`src/hw/rtl/dip_pkg.sv`:
```
// ----------------------------------------------------------------------------
// dip_pkg: shared types and constants of the dictionary index 7-bit packer
// Holds the channel payload structs, the function codes and the command and
// status groups that join the controller and the datapath.
// ----------------------------------------------------------------------------
package dip_pkg;

	// Default dictionary depth (entries)
	localparam int DICT_DEPTH_DEF = 127;

	// Width of one packed code and the end-of-stream terminator code
	localparam int       CODE_W    = 7;
	localparam logic [6:0] TERM_CODE = 7'h7F;

	// Function codes of an input transaction
	localparam logic [1:0] FUNC_LOAD = 2'd0;
	localparam logic [1:0] FUNC_DATA = 2'd1;
	localparam logic [1:0] FUNC_EOS  = 2'd2;

	// Input transaction payload
	typedef struct packed {
		logic [1:0] func;
		logic [6:0] entry_index;
		logic [7:0] entry_char;
		logic [7:0] data_byte;
	} dip_in_t;

	// Output transaction payload
	typedef struct packed {
		logic [7:0] packed_byte;
		logic       last_of_stream;
		logic       not_in_table;
	} dip_out_t;

	// Source of an output byte
	typedef enum logic [1:0] {
		OSEL_BYTE = 2'd0,
		OSEL_TAIL = 2'd1,
		OSEL_MISS = 2'd2
	} dip_osel_t;

	// Controller to datapath commands
	typedef struct packed {
		logic      mem_we;
		logic      scan_start;
		logic      scan_run;
		logic      pack_data;
		logic      pack_term;
		logic      pack_clear;
		logic      out_load;
		dip_osel_t out_sel;
		logic      out_last;
	} dip_cmd_t;

	// Datapath to controller status
	typedef struct packed {
		logic hit;
		logic miss;
		logic phase_nz;
		logic out_free;
	} dip_sts_t;

endpackage

```
`src/hw/rtl/dip_ctrl.sv`:
```
// ----------------------------------------------------------------------------
// dip_ctrl: sequencing controller of the dictionary index 7-bit packer
// Accepts one transaction at a time, steers the dictionary scan, the code
// packer and the loading of result bytes into the output register.
// ----------------------------------------------------------------------------
module dip_ctrl (
	input  logic              clk,
	input  logic              arst_n,
	input  logic              in_valid,
	input  logic [1:0]        in_func,
	output logic              in_stall,
	output dip_pkg::dip_cmd_t cmd,
	input  dip_pkg::dip_sts_t sts
);
	import dip_pkg::*;

	typedef enum logic [5:0] {
		ST_IDLE      = 6'b000001,
		ST_SCAN      = 6'b000010,
		ST_PACK_EOS  = 6'b000100,
		ST_EMIT_BYTE = 6'b001000,
		ST_EMIT_TAIL = 6'b010000,
		ST_EMIT_MISS = 6'b100000
	} dip_state_t;

	dip_state_t state_q, state_d;
	logic       eos_q, eos_d;
	logic       accept;

	assign in_stall = (state_q != ST_IDLE);
	assign accept   = in_valid && (state_q == ST_IDLE);

	// Next state and command decode
	always_comb begin
		state_d        = state_q;
		eos_d          = eos_q;
		cmd            = '0;
		cmd.out_sel    = OSEL_BYTE;
		unique case (state_q)
			ST_IDLE: begin
				if (accept) begin
					priority case (in_func)
						FUNC_LOAD: begin
							cmd.mem_we = 1'b1;
						end
						FUNC_DATA: begin
							cmd.scan_start = 1'b1;
							eos_d          = 1'b0;
							state_d        = ST_SCAN;
						end
						FUNC_EOS: begin
							eos_d = 1'b1;
							if (sts.phase_nz) begin
								state_d = ST_PACK_EOS;
							end
						end
						default: begin
						end
					endcase
				end
			end
			ST_SCAN: begin
				cmd.scan_run = 1'b1;
				if (sts.hit) begin
					cmd.pack_data = 1'b1;
					state_d       = sts.phase_nz ? ST_EMIT_BYTE : ST_IDLE;
				end else if (sts.miss) begin
					state_d = ST_EMIT_MISS;
				end
			end
			ST_PACK_EOS: begin
				cmd.pack_term = 1'b1;
				state_d       = ST_EMIT_BYTE;
			end
			ST_EMIT_BYTE: begin
				cmd.out_sel  = OSEL_BYTE;
				cmd.out_last = eos_q && !sts.phase_nz;
				if (sts.out_free) begin
					cmd.out_load = 1'b1;
					state_d      = (eos_q && sts.phase_nz) ? ST_EMIT_TAIL : ST_IDLE;
				end
			end
			ST_EMIT_TAIL: begin
				cmd.out_sel  = OSEL_TAIL;
				cmd.out_last = 1'b1;
				if (sts.out_free) begin
					cmd.out_load   = 1'b1;
					cmd.pack_clear = 1'b1;
					state_d        = ST_IDLE;
				end
			end
			ST_EMIT_MISS: begin
				cmd.out_sel = OSEL_MISS;
				if (sts.out_free) begin
					cmd.out_load = 1'b1;
					state_d      = ST_IDLE;
				end
			end
			default: begin
				state_d = ST_IDLE;
			end
		endcase
	end

	// State registers
	always_ff @(posedge clk or negedge arst_n) begin
		if (!arst_n) begin
			state_q <= ST_IDLE;
			eos_q   <= 1'b0;
		end else begin
			state_q <= state_d;
			eos_q   <= eos_d;
		end
	end

endmodule

```
`src/hw/rtl/dip_dpath.sv`:
```
// ----------------------------------------------------------------------------
// dip_dpath: datapath of the dictionary index 7-bit packer
// Dictionary memory with a one-entry-per-cycle scan, the MSB-first code
// packer and the output register that holds one result transaction.
// ----------------------------------------------------------------------------
module dip_dpath #(
	parameter int DICT_DEPTH = dip_pkg::DICT_DEPTH_DEF
) (
	input  logic               clk,
	input  logic               arst_n,
	input  dip_pkg::dip_in_t   in_data,
	input  logic [6:0]         dict_size,
	input  dip_pkg::dip_cmd_t  cmd,
	output dip_pkg::dip_sts_t  sts,
	output logic               out_valid,
	input  logic               out_stall,
	output dip_pkg::dip_out_t  out_data
);
	import dip_pkg::*;

	localparam int IDX_W = (DICT_DEPTH > 1) ? $clog2(DICT_DEPTH) : 1;
	localparam int CNT_W = $clog2(DICT_DEPTH + 1);

	logic [7:0]        mem [DICT_DEPTH];
	logic [7:0]        rd_data_q;
	logic [IDX_W-1:0]  rd_idx_q;
	logic              rd_valid_q;
	logic [CNT_W-1:0]  addr_q;
	logic [CNT_W-1:0]  limit_q;
	logic [7:0]        data_q;
	logic [6:0]        lim7;
	logic              load_ok;
	logic              addr_in_range;

	logic [2:0]        phase_q;
	logic [7:0]        partial_q;
	logic [7:0]        byte_q;
	logic [CODE_W-1:0] code;
	logic [15:0]       code_wide;
	logic [7:0]        byte_d;

	logic              out_valid_q;
	dip_out_t          out_q;
	logic              out_free;

	// Search limit and address checks
	assign lim7          = (dict_size > 7'(DICT_DEPTH)) ? 7'(DICT_DEPTH) : dict_size;
	assign load_ok       = (in_data.entry_index < 7'(DICT_DEPTH));
	assign addr_in_range = (addr_q < limit_q);

	// Dictionary memory: one write port, one registered read port
	always_ff @(posedge clk) begin
		if (cmd.mem_we && load_ok) begin
			mem[in_data.entry_index[IDX_W-1:0]] <= in_data.entry_char;
		end
		if (cmd.scan_run && addr_in_range) begin
			rd_data_q <= mem[addr_q[IDX_W-1:0]];
			rd_idx_q  <= addr_q[IDX_W-1:0];
		end
	end

	// Latched byte under search and its limit
	always_ff @(posedge clk) begin
		if (cmd.scan_start) begin
			data_q  <= in_data.data_byte;
			limit_q <= CNT_W'(lim7);
		end
	end

	// Scan address counter and read-valid flag
	always_ff @(posedge clk or negedge arst_n) begin
		if (!arst_n) begin
			addr_q     <= '0;
			rd_valid_q <= 1'b0;
		end else if (cmd.scan_start) begin
			addr_q     <= '0;
			rd_valid_q <= 1'b0;
		end else if (cmd.scan_run) begin
			rd_valid_q <= addr_in_range;
			if (addr_in_range) begin
				addr_q <= addr_q + CNT_W'(1);
			end
		end
	end

	// Code packer: byte completes from pending bits, remainder left-aligned
	assign code      = cmd.pack_term ? TERM_CODE : CODE_W'(rd_idx_q);
	assign byte_d    = partial_q | 8'(code >> (3'd7 - phase_q));
	assign code_wide = {9'b0, code} << ({1'b0, phase_q} + 4'd1);

	always_ff @(posedge clk or negedge arst_n) begin
		if (!arst_n) begin
			phase_q   <= '0;
			partial_q <= '0;
		end else if (cmd.pack_clear) begin
			phase_q   <= '0;
			partial_q <= '0;
		end else if (cmd.pack_data || cmd.pack_term) begin
			phase_q   <= phase_q + 3'd1;
			partial_q <= code_wide[7:0];
		end
	end

	always_ff @(posedge clk) begin
		if (cmd.pack_data || cmd.pack_term) begin
			byte_q <= byte_d;
		end
	end

	// Output register
	assign out_free = !out_valid_q || !out_stall;

	always_ff @(posedge clk or negedge arst_n) begin
		if (!arst_n) begin
			out_valid_q <= 1'b0;
		end else if (cmd.out_load) begin
			out_valid_q <= 1'b1;
		end else if (!out_stall) begin
			out_valid_q <= 1'b0;
		end
	end

	always_ff @(posedge clk) begin
		if (cmd.out_load) begin
			unique case (cmd.out_sel)
				OSEL_BYTE: out_q.packed_byte <= byte_q;
				OSEL_TAIL: out_q.packed_byte <= partial_q;
				default:   out_q.packed_byte <= 8'h00;
			endcase
			out_q.last_of_stream <= cmd.out_last;
			out_q.not_in_table   <= (cmd.out_sel == OSEL_MISS);
		end
	end

	assign out_valid = out_valid_q;
	assign out_data  = out_q;

	// Status to the controller
	assign sts.hit      = rd_valid_q && (rd_data_q == data_q);
	assign sts.miss     = !rd_valid_q && !addr_in_range;
	assign sts.phase_nz = (phase_q != 3'd0);
	assign sts.out_free = out_free;

endmodule

```
`src/hw/rtl/dictionary_index_7bit_packer.sv`:
```
// ----------------------------------------------------------------------------
// dictionary_index_7bit_packer: dictionary lookup and 7-bit code packer
// Maps data bytes to their lowest index in the loaded dictionary, packs the
// 7-bit codes MSB-first into bytes; EOS ends pending bits with a terminator.
// ----------------------------------------------------------------------------
// Usage:
//   in_*  channel takes one transaction at a time: dictionary loads, data
//         bytes and end-of-stream marks, selected by the func field.
//   out_* channel gives packed bytes, miss reports and the flushed tail.
//   APB port holds dict_size at address 0 (number of entries searched);
//   write it only while the block is idle.
// Timing:
//   A load does not leave idle. A data byte is scanned from index 0 up to
//   the limit, one entry per cycle, as the dictionary memory has one read
//   port; a hit packs its code and, when pending bits complete a byte, loads
//   that byte into the output register, and a miss loads a miss report. An
//   end of stream gives up to two results.
//   The next transaction is taken once the last result is in the output
//   register, even while the receiver still stalls it.
// Reset:
//   Clears the packer phase, pending bits, dict_size and the output valid;
//   dictionary contents stay undefined until loaded. A stalled result holds.
// ----------------------------------------------------------------------------
module dictionary_index_7bit_packer #(
	parameter int DICT_DEPTH = dip_pkg::DICT_DEPTH_DEF
) (
	input  logic              clk,
	input  logic              arst_n,
	input  logic              in_valid,
	output logic              in_stall,
	input  dip_pkg::dip_in_t  in_data,
	output logic              out_valid,
	input  logic              out_stall,
	output dip_pkg::dip_out_t out_data,
	input  logic              psel,
	input  logic              penable,
	input  logic              pwrite,
	input  logic [2:0]        paddr,
	input  logic [31:0]       pwdata,
	output logic [31:0]       prdata,
	output logic              pready
);
	import dip_pkg::*;

	dip_cmd_t   cmd;
	dip_sts_t   sts;
	logic [6:0] dict_size_q;
	logic       reg_sel;

	// Register decode: dict_size is the only register, at word 0
	assign reg_sel = (paddr[2] == 1'b0);
	assign pready  = 1'b1;
	assign prdata  = reg_sel ? {25'b0, dict_size_q} : 32'h0;

	always_ff @(posedge clk or negedge arst_n) begin
		if (!arst_n) begin
			dict_size_q <= '0;
		end else if (psel && penable && pwrite && pready && reg_sel) begin
			dict_size_q <= pwdata[6:0];
		end
	end

	// Controller
	dip_ctrl u_ctrl (
		.clk      (clk),
		.arst_n   (arst_n),
		.in_valid (in_valid),
		.in_func  (in_data.func),
		.in_stall (in_stall),
		.cmd      (cmd),
		.sts      (sts)
	);

	// Datapath
	dip_dpath #(
		.DICT_DEPTH (DICT_DEPTH)
	) u_dpath (
		.clk       (clk),
		.arst_n    (arst_n),
		.in_data   (in_data),
		.dict_size (dict_size_q),
		.cmd       (cmd),
		.sts       (sts),
		.out_valid (out_valid),
		.out_stall (out_stall),
		.out_data  (out_data)
	);

endmodule

```
`config.mk`:
```
export PLATFORM = sky130hd
export DESIGN_NAME = dictionary_index_7bit_packer
export DESIGN_NICKNAME = d
export VERILOG_FILES = /design/src/hw/rtl/dip_pkg.sv /design/src/hw/rtl/dip_ctrl.sv /design/src/hw/rtl/dip_dpath.sv /design/src/hw/rtl/dictionary_index_7bit_packer.sv
export SDC_FILE = /design/constraint.sdc
export NUM_CORES = 1
export LEC_CHECK = 0
export BUFFER_PORTS_ARGS = -buffer_cell sky130_fd_sc_hd__buf_2
export CAP_MARGIN = 20
export CORE_MARGIN = 3
export CORE_UTILIZATION = 55
export DETAILED_ROUTE_END_ITERATION = 6
export PLACE_DENSITY = 0.74
export SLEW_MARGIN = 20
export SYNTH_ARGS = -nofsm -noshare
export SYNTH_HDL_FRONTEND = slang
export SYNTH_SLANG_ARGS = --single-unit
export TNS_END_PERCENT = 50
```
`constraint.sdc`:
```
create_clock -name clk -period 2.6 [get_ports clk]
set_input_delay 0.78 -clock clk [delete_from_list [all_inputs] [get_ports clk]]
set_output_delay 0.78 -clock clk [all_outputs]
set_load 0.01 [all_outputs]
```
## Word level (Yosys, flattened, before mapping)

Memories as Yosys holds them, arrays and structs flattened. A register that Yosys moved wholly into a read port is not among the register bits.
Index checks and enable logic that the tools add are counted.
Widths: inputs -> output; s select.

- Add/sub/neg operators: 4
- $lt $le $gt $ge: 3
- Eq/ne operators: 19
- Shifts and indexed selects: 2
- Muxes and demuxes: 39
- Bitwise logic cells: 2
- Reduce and logical (&&, ||, !) cells: 28

Operators by type and width:

| kind | count |
|---|---|
| $mux 6 | 6 |
| $mux 7 | 5 |
| $pmux 6 s5 | 1 |
| $mux 8 | 2 |
| $pmux 8 s2 | 1 |
| $mux 1 | 12 |
| $pmux 6 s2 | 1 |
| $logic_and 1x1->1 | 10 |
| $pmux 3 s3 | 1 |
| $eq 8x8->1 | 1 |
| $mux 2 | 4 |
| $or 8x8->8 | 1 |
| $reduce_bool 2->1 | 4 |
| $shl 7x4->8 | 1 |
| $shr 7x3->8 | 1 |
| $add 7x1->7 const B | 1 |
| $gt 7x7->1 const B | 1 |
| $lt 7x7->1 | 1 |
| $lt 7x7->1 const B | 1 |
| $eq 6x1->1 const B | 1 |
| $eq 6x2->1 const B | 1 |
| $eq 6x3->1 const B | 1 |
| $eq 6x4->1 const B | 1 |
| $eq 6x5->1 const B | 1 |
| 24 further kinds | 37 |

- Bits in registers: 74
- Memory bits (writable): 1016
- Input bits: 67
- Output and inout port bits: 45
- Word-level logic and storage cells: 113
- Memories kept: 1

Memories:

| name | depth | bits a word | read ports | clocked after memory_dff | write ports | RTL line | RTL |
|---|---|---|---|---|---|---|---|
| u_dpath.mem | 127 | 8 | 1 | 1 | 1 | dip_dpath.sv:24 | `logic [7:0] mem [DICT_DEPTH];` |

## Longest topological paths before layout

Gate-level depths: netlist of the first run.

- Depth after elaboration: 7
- Mapped depth: 11
- Depth with buffers taken out: 8

## Cells and area by module

From an unflattened synthesis of the first run, not the netlist that was laid out.

- Cells, all modules: 2233
- Area, all modules: 43940.9 um^2

By module, submodules not included:

| module | instances | cells an instance | area an instance (um^2) | sequential area each (um^2) |
|---|---|---|---|---|
| dip_dpath | 1 | 2115 | 42744.7 | 32451.1 |
| dip_ctrl | 1 | 68 | 654.4 | 176.4 |
| dictionary_index_7bit_packer | 1 | 50 | 541.8 | 175.2 |

## Least setup slack after synthesis of the first run

OpenSTA, ideal clock, no wires.

- Kind: reg2reg
- Start point: register u_ctrl.state_q[3]
- End point: memory u_dpath.mem[63][0], enable pin
- Library setup time: 0.370 ns
- Arrival time: 2.195 ns
- Data required time: 2.230 ns
- Setup slack: 0.035 ns
- Cell stages (with the launch flop): 7
- Buffers on the path: 1
- Clock period less this slack: 2.565 ns
- Cells stage by stage: dfrtp_1 nor4_4 nand3_2 nor3_2 nand4_1 buf_2 nor2_1

- Word-level cells in the longest chain between the ends: 7

RTL lines:

| item | RTL line | RTL |
|---|---|---|
| start, declared | dip_ctrl.sv:26 | `dip_state_t state_q, state_d;` |
| start signal, assigned | dip_ctrl.sv:111 | `state_q <= state_d;` |
| $eq 6x1->1 * | dip_ctrl.sv:31, dip_ctrl.sv:39 |  |
| $logic_and 1x1->1 | dip_ctrl.sv:31 | `assign accept = in_valid && (state_q == ST_IDLE);` |
| $mux 2 | dip_ctrl.sv:41 | `if (accept) begin` |
| $mux 2 * | dip_ctrl.sv:39 | `unique case (state_q)` |
| $logic_and 1x1->1 * | dip_dpath.sv:53 | `if (cmd.mem_we && load_ok) begin` |
| $mux 1 * | dip_dpath.sv:53 |  |
| $mux 1 (not written as such) * | dip_dpath.sv:54 | `mem[in_data.entry_index[IDX_W-1:0]] <= in_data.entry_char;` |
| end, declared | dip_dpath.sv:24 |  |

Every way passes the cells marked *; elsewhere a longest branch is shown, timed or not.

## Worst setup path in the final report of the first run

- Start point: register u_dpath.addr_q[0]
- End point: register u_dpath.rd_data_q[5], read port of u_dpath.mem (data pin)

- Word-level cells in the longest chain between the ends: 2

RTL lines:

| item | RTL line | RTL |
|---|---|---|
| start, declared | dip_dpath.sv:28 | `logic [CNT_W-1:0] addr_q;` |
| start signal, assigned | dip_dpath.sv:81 | `addr_q <= addr_q + CNT_W'(1);` |
| $lt 7x7->1 | dip_dpath.sv:49 | `assign addr_in_range = (addr_q < limit_q);` |
| $logic_and 1x1->1 | dip_dpath.sv:56 | `if (cmd.scan_run && addr_in_range) begin` |
| end, declared | dip_dpath.sv:25 | `logic [7:0] rd_data_q;` |

Several ways; a longest one is shown, not always the timed one.
A chain may end at the register's enable or synchronous reset.

==> results of run 1 <==
[layout make-up]
type | count | share of cell area, %
clock inverters | 78 | 1.38
inverters | 22 | 0.157
multi-input cells | 1048 | 20.0
diodes | 2 | 0.00950
clock buffers | 122 | 5.27
well taps | 1040 | 2.47
repair buffers | 496 | 8.46
flip-flops and latches | 1098 | 62.3
[power by group]
part | internal, mW | switching, mW
Sequential | 19.8 | 0.359
Combinational | 7.30 | 7.59
Clock | 8.78 | 6.62
[worst reg2reg max path, delay by kind of cell (launching register included)]
family          cells  cell delay, ns
flops               1            0.47
mux                 1            0.52
compound gates      4            0.97
buf+inv             2            0.48
[cell usage in the layout, fill, tap and decap left out, types with 19 or more instances in the layout]
cell type | Yosys | layout
o22ai_1 | 22 | 22
a21oi_1 | 42 | 38
inv_1 | 21 | 21
nand3_1 | 23 | 23
nand2_1 | 98 | 94
clkinv_2 | 0 | 27
conb_1 | 2 | 26
a22oi_1 | 43 | 24
buf_4 | 35 | 379
clkbuf_16 | 0 | 114
a22o_1 | 21 | 20
buf_12 | 0 | 40
mux2i_1 | 136 | 127
dfrtp_1 | 33 | 28
nor2_1 | 160 | 158
clkinv_1 | 0 | 27
buf_2 | 23 | 49
mux4_2 | 199 | 199
nor2b_1 | 24 | 21
a22oi_2 | 0 | 19
edfxtp_1 | 1064 | 1064
o21ai_0 | 41 | 33
[worst max path at each step]
stage                                       to  slack [ns]  cells after the start
after global routing      u_dpath.rd_data_q[3]       -0.12                     10
final                     u_dpath.rd_data_q[5]       -0.07                      7
after CTS                 u_dpath.rd_data_q[3]       -0.04                      9
after global placement    u_dpath.rd_data_q[5]       -0.24                      7
after floorplan             u_dpath.mem[63][0]        0.03                      6
after detailed placement  u_dpath.rd_data_q[5]       -0.26                      7
[repair_timing]
item,CTS,global route
setup endpoints to repair,25,360
hold buffers,0,0
buffers inserted,17,42
cloned,3,5
endpoints found under the hold margin,0,0
gates resized for setup,67,79
pin swaps,11,34
[state kept, by name, summed over array words and instances (netlist names)]
name,flops
u_dpath.addr_q,7
u_dpath.rd_valid_q,1
u_dpath.out_data,10
u_ctrl.eos_q,1
u_dpath.limit_q,7
u_dpath.data_q,8
u_dpath.out_valid,1
u_dpath.mem,1016
u_dpath.partial_q,8
u_dpath.rd_data_q,8
u_dpath.phase_q,3
u_dpath.rd_idx_q,7
u_dpath.byte_q,8
u_ctrl.state_q,6
dict_size_q,7
[stage by stage]
| stage | total power [mW] | hold slack [ns] | util [%] | instance area [um^2] |
|---|---|---|---|---|
| 2_1_floorplan | 28.2 | 0.446 | - | 43800 |
| 3_3_place_gp | 32.7 | 0.461 | 61.2 | 47800 |
| 3_5_place_dp | 32.9 | 0.460 | 61.2 | 47800 |
| 4_1_cts | 49.1 | 0.206 | 66.4 | 51900 |
| 5_1_grt | 52.0 | 0.242 | 67.5 | 52700 |
| 6_report | 50.4 | 0.213 | 67.5 | 52700 |
[cells by family after synthesis]
kind of cell	after synthesis
simple gates	362
other cells	2
flops	1098
mux	347
buf+inv	173
compound gates	288
fa+ha+maj	12
xor+xnor	13
[layer usage]
layer | global-route usage (%) | up-vias | wire (um)
met1 | 35.4 | 12600 | 40800
met5 | 0 | - | 52
met3 | 5.89 | 253 | 10800
met2 | 43.7 | 1419 | 54500
li1 | - | 10300 | -
met4 | 9.68 | 8 | 4040
==> metrics.md, run 1 <==
| Metric | Value |
|---|---|
| Fin crit share | `103%` |
| Post-Syn Area | `43,700 um^2` |
| Tmin final | `2.67 ns` |
| FILL cells | `4,839` |
| Max H-tree Level | `3` |
| Top Family by Delay on Critical Path | `compound AO/OA/AOI/OAI gates` |
| Fin Setup TNS | `-0.239 ns` |
| Clock skew | `0.0309 ns` |
| Reg2Reg Capture Point | `u_dpath.rd_data_q[5]` |
| Register area | `32,800 um^2` |
| Clk pin slew, worst setup/hold paths | `0.06 ns` |
| Rows | `102` |
| Setup crit end kind | `flop` |
| Failing checks | `setup timing` |
| CP Cell Sequence | `buf_12 -> bufbuf_16 -> mux4_2 -> a22o_1 -> a211oi_4 -> a211oi_4 -> o32a_1` |
| CTS root buf | `clkbuf_16` |
| Crit-path max FO | `7` |
| Pre-CTS WS | `-0.261 ns` |
| VDD IR max | `0.000628 V` |
| Footprint of the multi-input gates | `10,500 um^2` |
| Clk buf depth | `3` |
| Slew margin rel. | `42.3%` |
| Ports | `112` |
| Highest clock rate | `374 MHz` |
| Slew of the pin with the lowest slew margin | `0.865 ns` |
| WP data required | `3.05 ns` |
| Drt drc | `0` |
| Top post-synthesis cells by area | `edfxtp_1 (73%), mux4_2 (10%), mux2i_1 (3.1%), dfrtp_1 (1.9%), nor2_1 (1.4%)` |
| Post-synth top cells | `edfxtp_1 (1,064), mux4_2 (199), nor2_1 (160)` |
| Post-synthesis xor/xnor area fraction | `0.260%` |
| Reg2Reg Setup Slack | `-0.07 ns` |
| Ys flop type | `edfxtp_1` |
| Hold Path Class | `input port to asynchronous set/reset pin` |
| Post-route ant nets | `0` |
| Chip Width | `288 um` |
| Non-filler cells, final | `3,906` |
| Post-synth EDFFs | `1,064` |
| Distinct cells, synth | `69` |
| Sequential element share of the synthesized area | `75.0%` |
| Top-count cell post-synth | `edfxtp_1` |
| Via count | `24,500` |
| CP max stage delay | `0.51 ns` |
| Worst r2r src | `u_dpath.addr_q[0]` |
| Die Height | `288 um` |
| Total CTS buffers | `108` |
| Count of final setup violators | `6` |
| Drt via density | `6.28` |
| Total die area | `82,900 um^2` |
| Startpoint types | `flop` |
| Worst Setup SP | `u_dpath.addr_q[0]` |
| Top cell type's share of synthesized area | `73.1%` |
| Reg2Reg Depth | `7` |
| Yosys warns | `0` |
| Top cell by count, worst path | `a211oi_4` |
| Final Worst Setup Slack | `-0.0748 ns` |
| Lkg Pwr | `18.0 nW` |
| Worst Path Arrival | `3.12 ns` |
| Simple-Gate Fraction of Synth Area | `3.81%` |
| Post-DP HPWL | `67,900 um` |
| Ys async rst share | `3.10%` |
| Kind of critical path | `flop to flop` |
| Avg Synthesized Cell Area | `19.1 um^2` |
| Compound-cell area share of the yosys netlist | `4.63%` |
| Largest family of logic cells by synthesized area | `multiplexers` |
| Fraction of layout cells with a size suffix above 1 | `33.8%` |
| Cell accounting for the most synthesized area | `edfxtp_1` |
| Clock sinks | `1,098` |
| # placed instances | `3,640` |
| Fin. Hold Viols | `0` |
| Buf+Inv Stages, Crit Path | `2` |
| Core area | `78,100 um^2` |
| GPL Wtd Cong | `0.927` |
| Vias in the first global route | `24,800` |
| Fin nets | `2,853` |
| Mux cell area share after synthesis | `13.7%` |
| DRT Wirelength | `110,000 um` |
| Slew Limit Fails | `0` |
| GRT Residual Overflow | `0` |
| Total Routing Usage GR | `26.6%` |
| First-pass DRT Iterations | `5` |
| RSZ-0062 raised after global routing | `true` |
| Syn-to-layout area delta | `20.5%` |
| Status | `finished, violations left` |
| Synth Area in Adders | `0.343%` |
| Initial core utilization | `56.0%` |
| P per Cell Area | `957 nW/um^2` |
| CP max-delay cell | `mux4_2` |
| Routed wire per std cell | `28.2 um` |
| First-pass GRT wire length | `161,000 um` |
| Antenna violations before repair | `6` |
| Seq cells post-synth | `1,098` |
| Largest net degree at the start of global routing | `128` |
| PortBufs | `58` |
| Number of max-cap violations | `0` |
| DRT iter0 DRCs | `2,622` |
| Cells after synthesis | `2,295` |
| Clk_lat worst skew | `0.69 ns` |
| CTS tree | `yes` |
No activity file was read; power rests on OpenSTA's default activity.
==> run 2: changes to the inputs <==
--- a/config.mk
+++ b/config.mk
@@ -12,4 +12,5 @@
 export DETAILED_ROUTE_END_ITERATION = 6
 export PLACE_DENSITY = 0.74
+export REMOVE_ABC_BUFFERS = 1
 export SLEW_MARGIN = 20
 export SYNTH_ARGS = -nofsm -noshare
==> constraint.sdc (replaced) <==
create_clock -name clk -period 2.6 [get_ports clk]
set_input_delay 0.39 -clock clk [delete_from_list [all_inputs] [get_ports clk]]
set_output_delay 0.39 -clock clk [all_outputs]
set_load 0.01 [all_outputs]
==> run 2 against run 1 <==
The flow still finishes with violations (setup timing). Core utilization decreased by 0.94 points. Clock-buffer cell count up 10. Non-clock buffer count decreased by 42. Worst setup slack worse by 0.012 ns. Critical path depth is 3 higher. Fmax fell by 0.44%. Sequential power hardly changed. Wire length is 2.8% lower. Critical endpoint is now u_dpath.rd_data_q[3]. Largest power group unchanged. Highest routed layer unchanged.
==> metrics.md, run 2 (synthesized netlist as in run 1, its figures left out) <==
| Metric | Value |
|---|---|
| Failing checks | `setup timing (unchanged)` |
| Chip Width | `288 um (unchanged)` |
| Total Routing Usage GR | `26.2% (was 26.6%)` |
| Antenna violations before repair | `3 (was 6)` |
| Fin Setup TNS | `-0.356 ns (was -0.239 ns)` |
| Kind of critical path | `flop to flop (unchanged)` |
| First-pass DRT Iterations | `7 (was 5)` |
| Highest clock rate | `372 MHz (was 374 MHz)` |
| CTS root buf | `clkbuf_16 (unchanged)` |
| Syn-to-layout area delta | `18.8% (was 20.5%)` |
| Cell Area, Placed | `47,600 um^2 (was 47,800 um^2)` |
| DRT Wirelength | `107,000 um (was 110,000 um)` |
| # placed instances | `3,614 (was 3,640)` |
| Fin. Hold Viols | `0 (unchanged)` |
| Lkg Pwr | `17.6 nW (was 18.0 nW)` |
| Count of final setup violators | `8 (was 6)` |
| Clk pin slew, worst setup/hold paths | `0.06 ns (about the same)` |
| Drt via density | `6.25 (was 6.28)` |
| Total die area | `82,900 um^2 (unchanged)` |
| Clock sinks | `1,098 (unchanged)` |
| Number of max-cap violations | `0 (unchanged)` |
| PortBufs | `58 (unchanged)` |
| Slew Limit Fails | `0 (unchanged)` |
| Non-filler cells, final | `3,857 (was 3,906)` |
| Slew margin rel. | `47.1% (was 42.3%)` |
| P per Cell Area | `940 nW/um^2 (was 957 nW/um^2)` |
| Slew of the pin with the lowest slew margin | `0.793 ns (was 0.865 ns)` |
| Final Worst Setup Slack | `-0.0866 ns (was -0.0748 ns)` |
| Flop pwr share | `41.2% (was 39.9%)` |
| RSZ-0062 raised after global routing | `true (unchanged)` |
| Drt drc | `0 (unchanged)` |
| Ports | `112 (unchanged)` |
| Combinational Power Share | `28.4% (was 29.5%)` |
| GRT Residual Overflow | `0 (unchanged)` |
| Die Height | `288 um (unchanged)` |
| Most frequent cells in the layout | `edfxtp_1 (1,064), buf_4 (326), mux4_2 (199) (was edfxtp_1 (1,064), buf_4 (379), mux4_2 (199))` |
| Reg2Reg Depth | `10 (was 7)` |
| Tot Pwr | `48.9 mW (was 50.4 mW)` |
| Switching Share | `28.4% (was 28.9%)` |
| Total CTS buffers | `106 (was 108)` |
| P_int | `35.0 mW (was 35.9 mW)` |
| Status | `finished, violations left (unchanged)` |
| CTS tree | `yes (unchanged)` |
| Switching Power | `13.9 mW (was 14.6 mW)` |
| Clk buf depth | `3 (unchanged)` |
| Vias in the first global route | `24,600 (was 24,800)` |
| Hold depth | `1` |
| DRT iter0 DRCs | `2,670 (was 2,622)` |
| Max H-tree Level | `3 (unchanged)` |
| Crit-path max FO | `9 (was 7)` |
| Fin crit share | `103% (about the same)` |
| WP data required | `3.11 ns (was 3.05 ns)` |
| Fraction of layout cells with a size suffix above 1 | `31.0% (was 33.8%)` |
| VDD IR max | `0.000636 V (was 0.000628 V)` |
| Hold Path Class | `input port to flop (was input port to asynchronous set/reset pin)` |
| Clock skew | `0.0231 ns (was 0.0309 ns)` |
| Setup crit end kind | `flop (unchanged)` |
| Clk pwr share | `30.4% (was 30.5%)` |
| Initial core utilization | `56.0% (unchanged)` |
| Most common cell after layout, fill and taps aside | `edfxtp_1 (unchanged)` |
| Fin nets | `2,809 (was 2,853)` |
| Tmin final | `2.69 ns (was 2.67 ns)` |
| Rows | `102 (unchanged)` |
| Startpoint types | `flop (unchanged)` |
| Worst Path Arrival | `3.20 ns (was 3.12 ns)` |
| Max FFs per register | `1,016 (unchanged)` |
| Post-route ant nets | `0 (unchanged)` |
| Post-DP HPWL | `67,600 um (was 67,900 um)` |
| GPL Wtd Cong | `0.891 (was 0.927)` |
| Core area | `78,100 um^2 (unchanged)` |
| Clk_lat worst skew | `0.68 ns (was 0.69 ns)` |
| First-pass GRT wire length | `159,000 um (was 161,000 um)` |
| Routed wire per std cell | `27.8 um (was 28.2 um)` |
| Via count | `24,100 (was 24,500)` |
| Largest net degree at the start of global routing | `89 (was 128)` |
| Design Area, Final | `52,000 um^2 (was 52,700 um^2)` |
## run 2: cell types whose count changed in the layout (fill, tap and decap cells not counted), sizes merged, moves of 2 or more
cell and delta:
clkinv -12, bufinv -3, clkinvlp -2, clkbuf +5, buf -54, dlygate4sd3 +17
## run 2: layer usage
| metal | wire [um] | GRT usage [%] |
|---|---|---|
| met3 | 10300 | 5.84 |
| met2 | 52500 | 42.5 |
| met4 | 4500 | 10.3 |
| met5 | 26 | 0 |
| met1 | 39800 | 35.0 |
## run 2: final cells by class
cell class	count	area [um^2]
well taps	1040	1300
clock buffers	132	2820
repair buffers	454	4020
inverters	22	82.6
multi-input cells	1048	10400
clock inverters	62	547
flip-flops and latches	1098	32800
fillers	4924	26100
diodes	1	2.50
## run 2: metrics by stage
stage	hold WS, ns	worst slack [ns]	util (%)
3_5_place_dp	0.462	-0.431	61.0
2_1_floorplan	0.0944	-10.16	-
6_report	0.0528	-0.0866	66.5
3_3_place_gp	0.464	-0.416	61.0
5_1_grt	0.0398	-0.140	66.5
4_1_cts	0.0208	-0.137	66.3
## run 2: power by group through the flow
| stage | sequential, mW | combinational [mW] | clock (mW) |
|---|---|---|---|
| floorplan | 20.9 | 4.68 | 0 |
| global placement | 20.6 | 12.1 | 0 |
| detailed placement | 20.6 | 12.4 | 0 |
| CTS | 20.1 | 13.6 | 15.0 |
| global route | 20.2 | 14.6 | 15.8 |
| finish | 20.1 | 13.9 | 14.9 |
## run 2: repair_timing
action	CTS	global route
setup buffers	17	11
endpoints found under the hold margin	49	0
gates cloned	3	1
pin swaps	15	10
gates resized for setup	80	18
hold buffers	17	0
setup endpoints to repair	273	535
## run 2: worst paths after layout
kind	start	endpoint	slack, ns
worst max register to register	u_dpath.addr_q[1]	u_dpath.rd_data_q[3]	-0.09
min in group asynchronous	arst_n	u_dpath.addr_q[2]	0.37
max in group asynchronous	arst_n	u_dpath.addr_q[1]	1.63
worst max-delay path	u_dpath.addr_q[1]	u_dpath.rd_data_q[3]	-0.09
worst min register to register	dict_size_q[3]	u_dpath.limit_q[3]	0.48
worst min-delay path	in_data[10]	u_dpath.mem[82][2]	0.05
## run 2: worst max-delay path, stage by stage, from the launching register on
cell and delay, ns:
dfrtp_4 0.54, buf_4 0.22, nand3b_1 0.22, buf_12 0.18, buf_4 0.16, o221ai_1 0.22
a211oi_2 0.08, buf_4 0.16, a211oi_1 0.48, nor4_1 0.10, a21oi_1 0.16
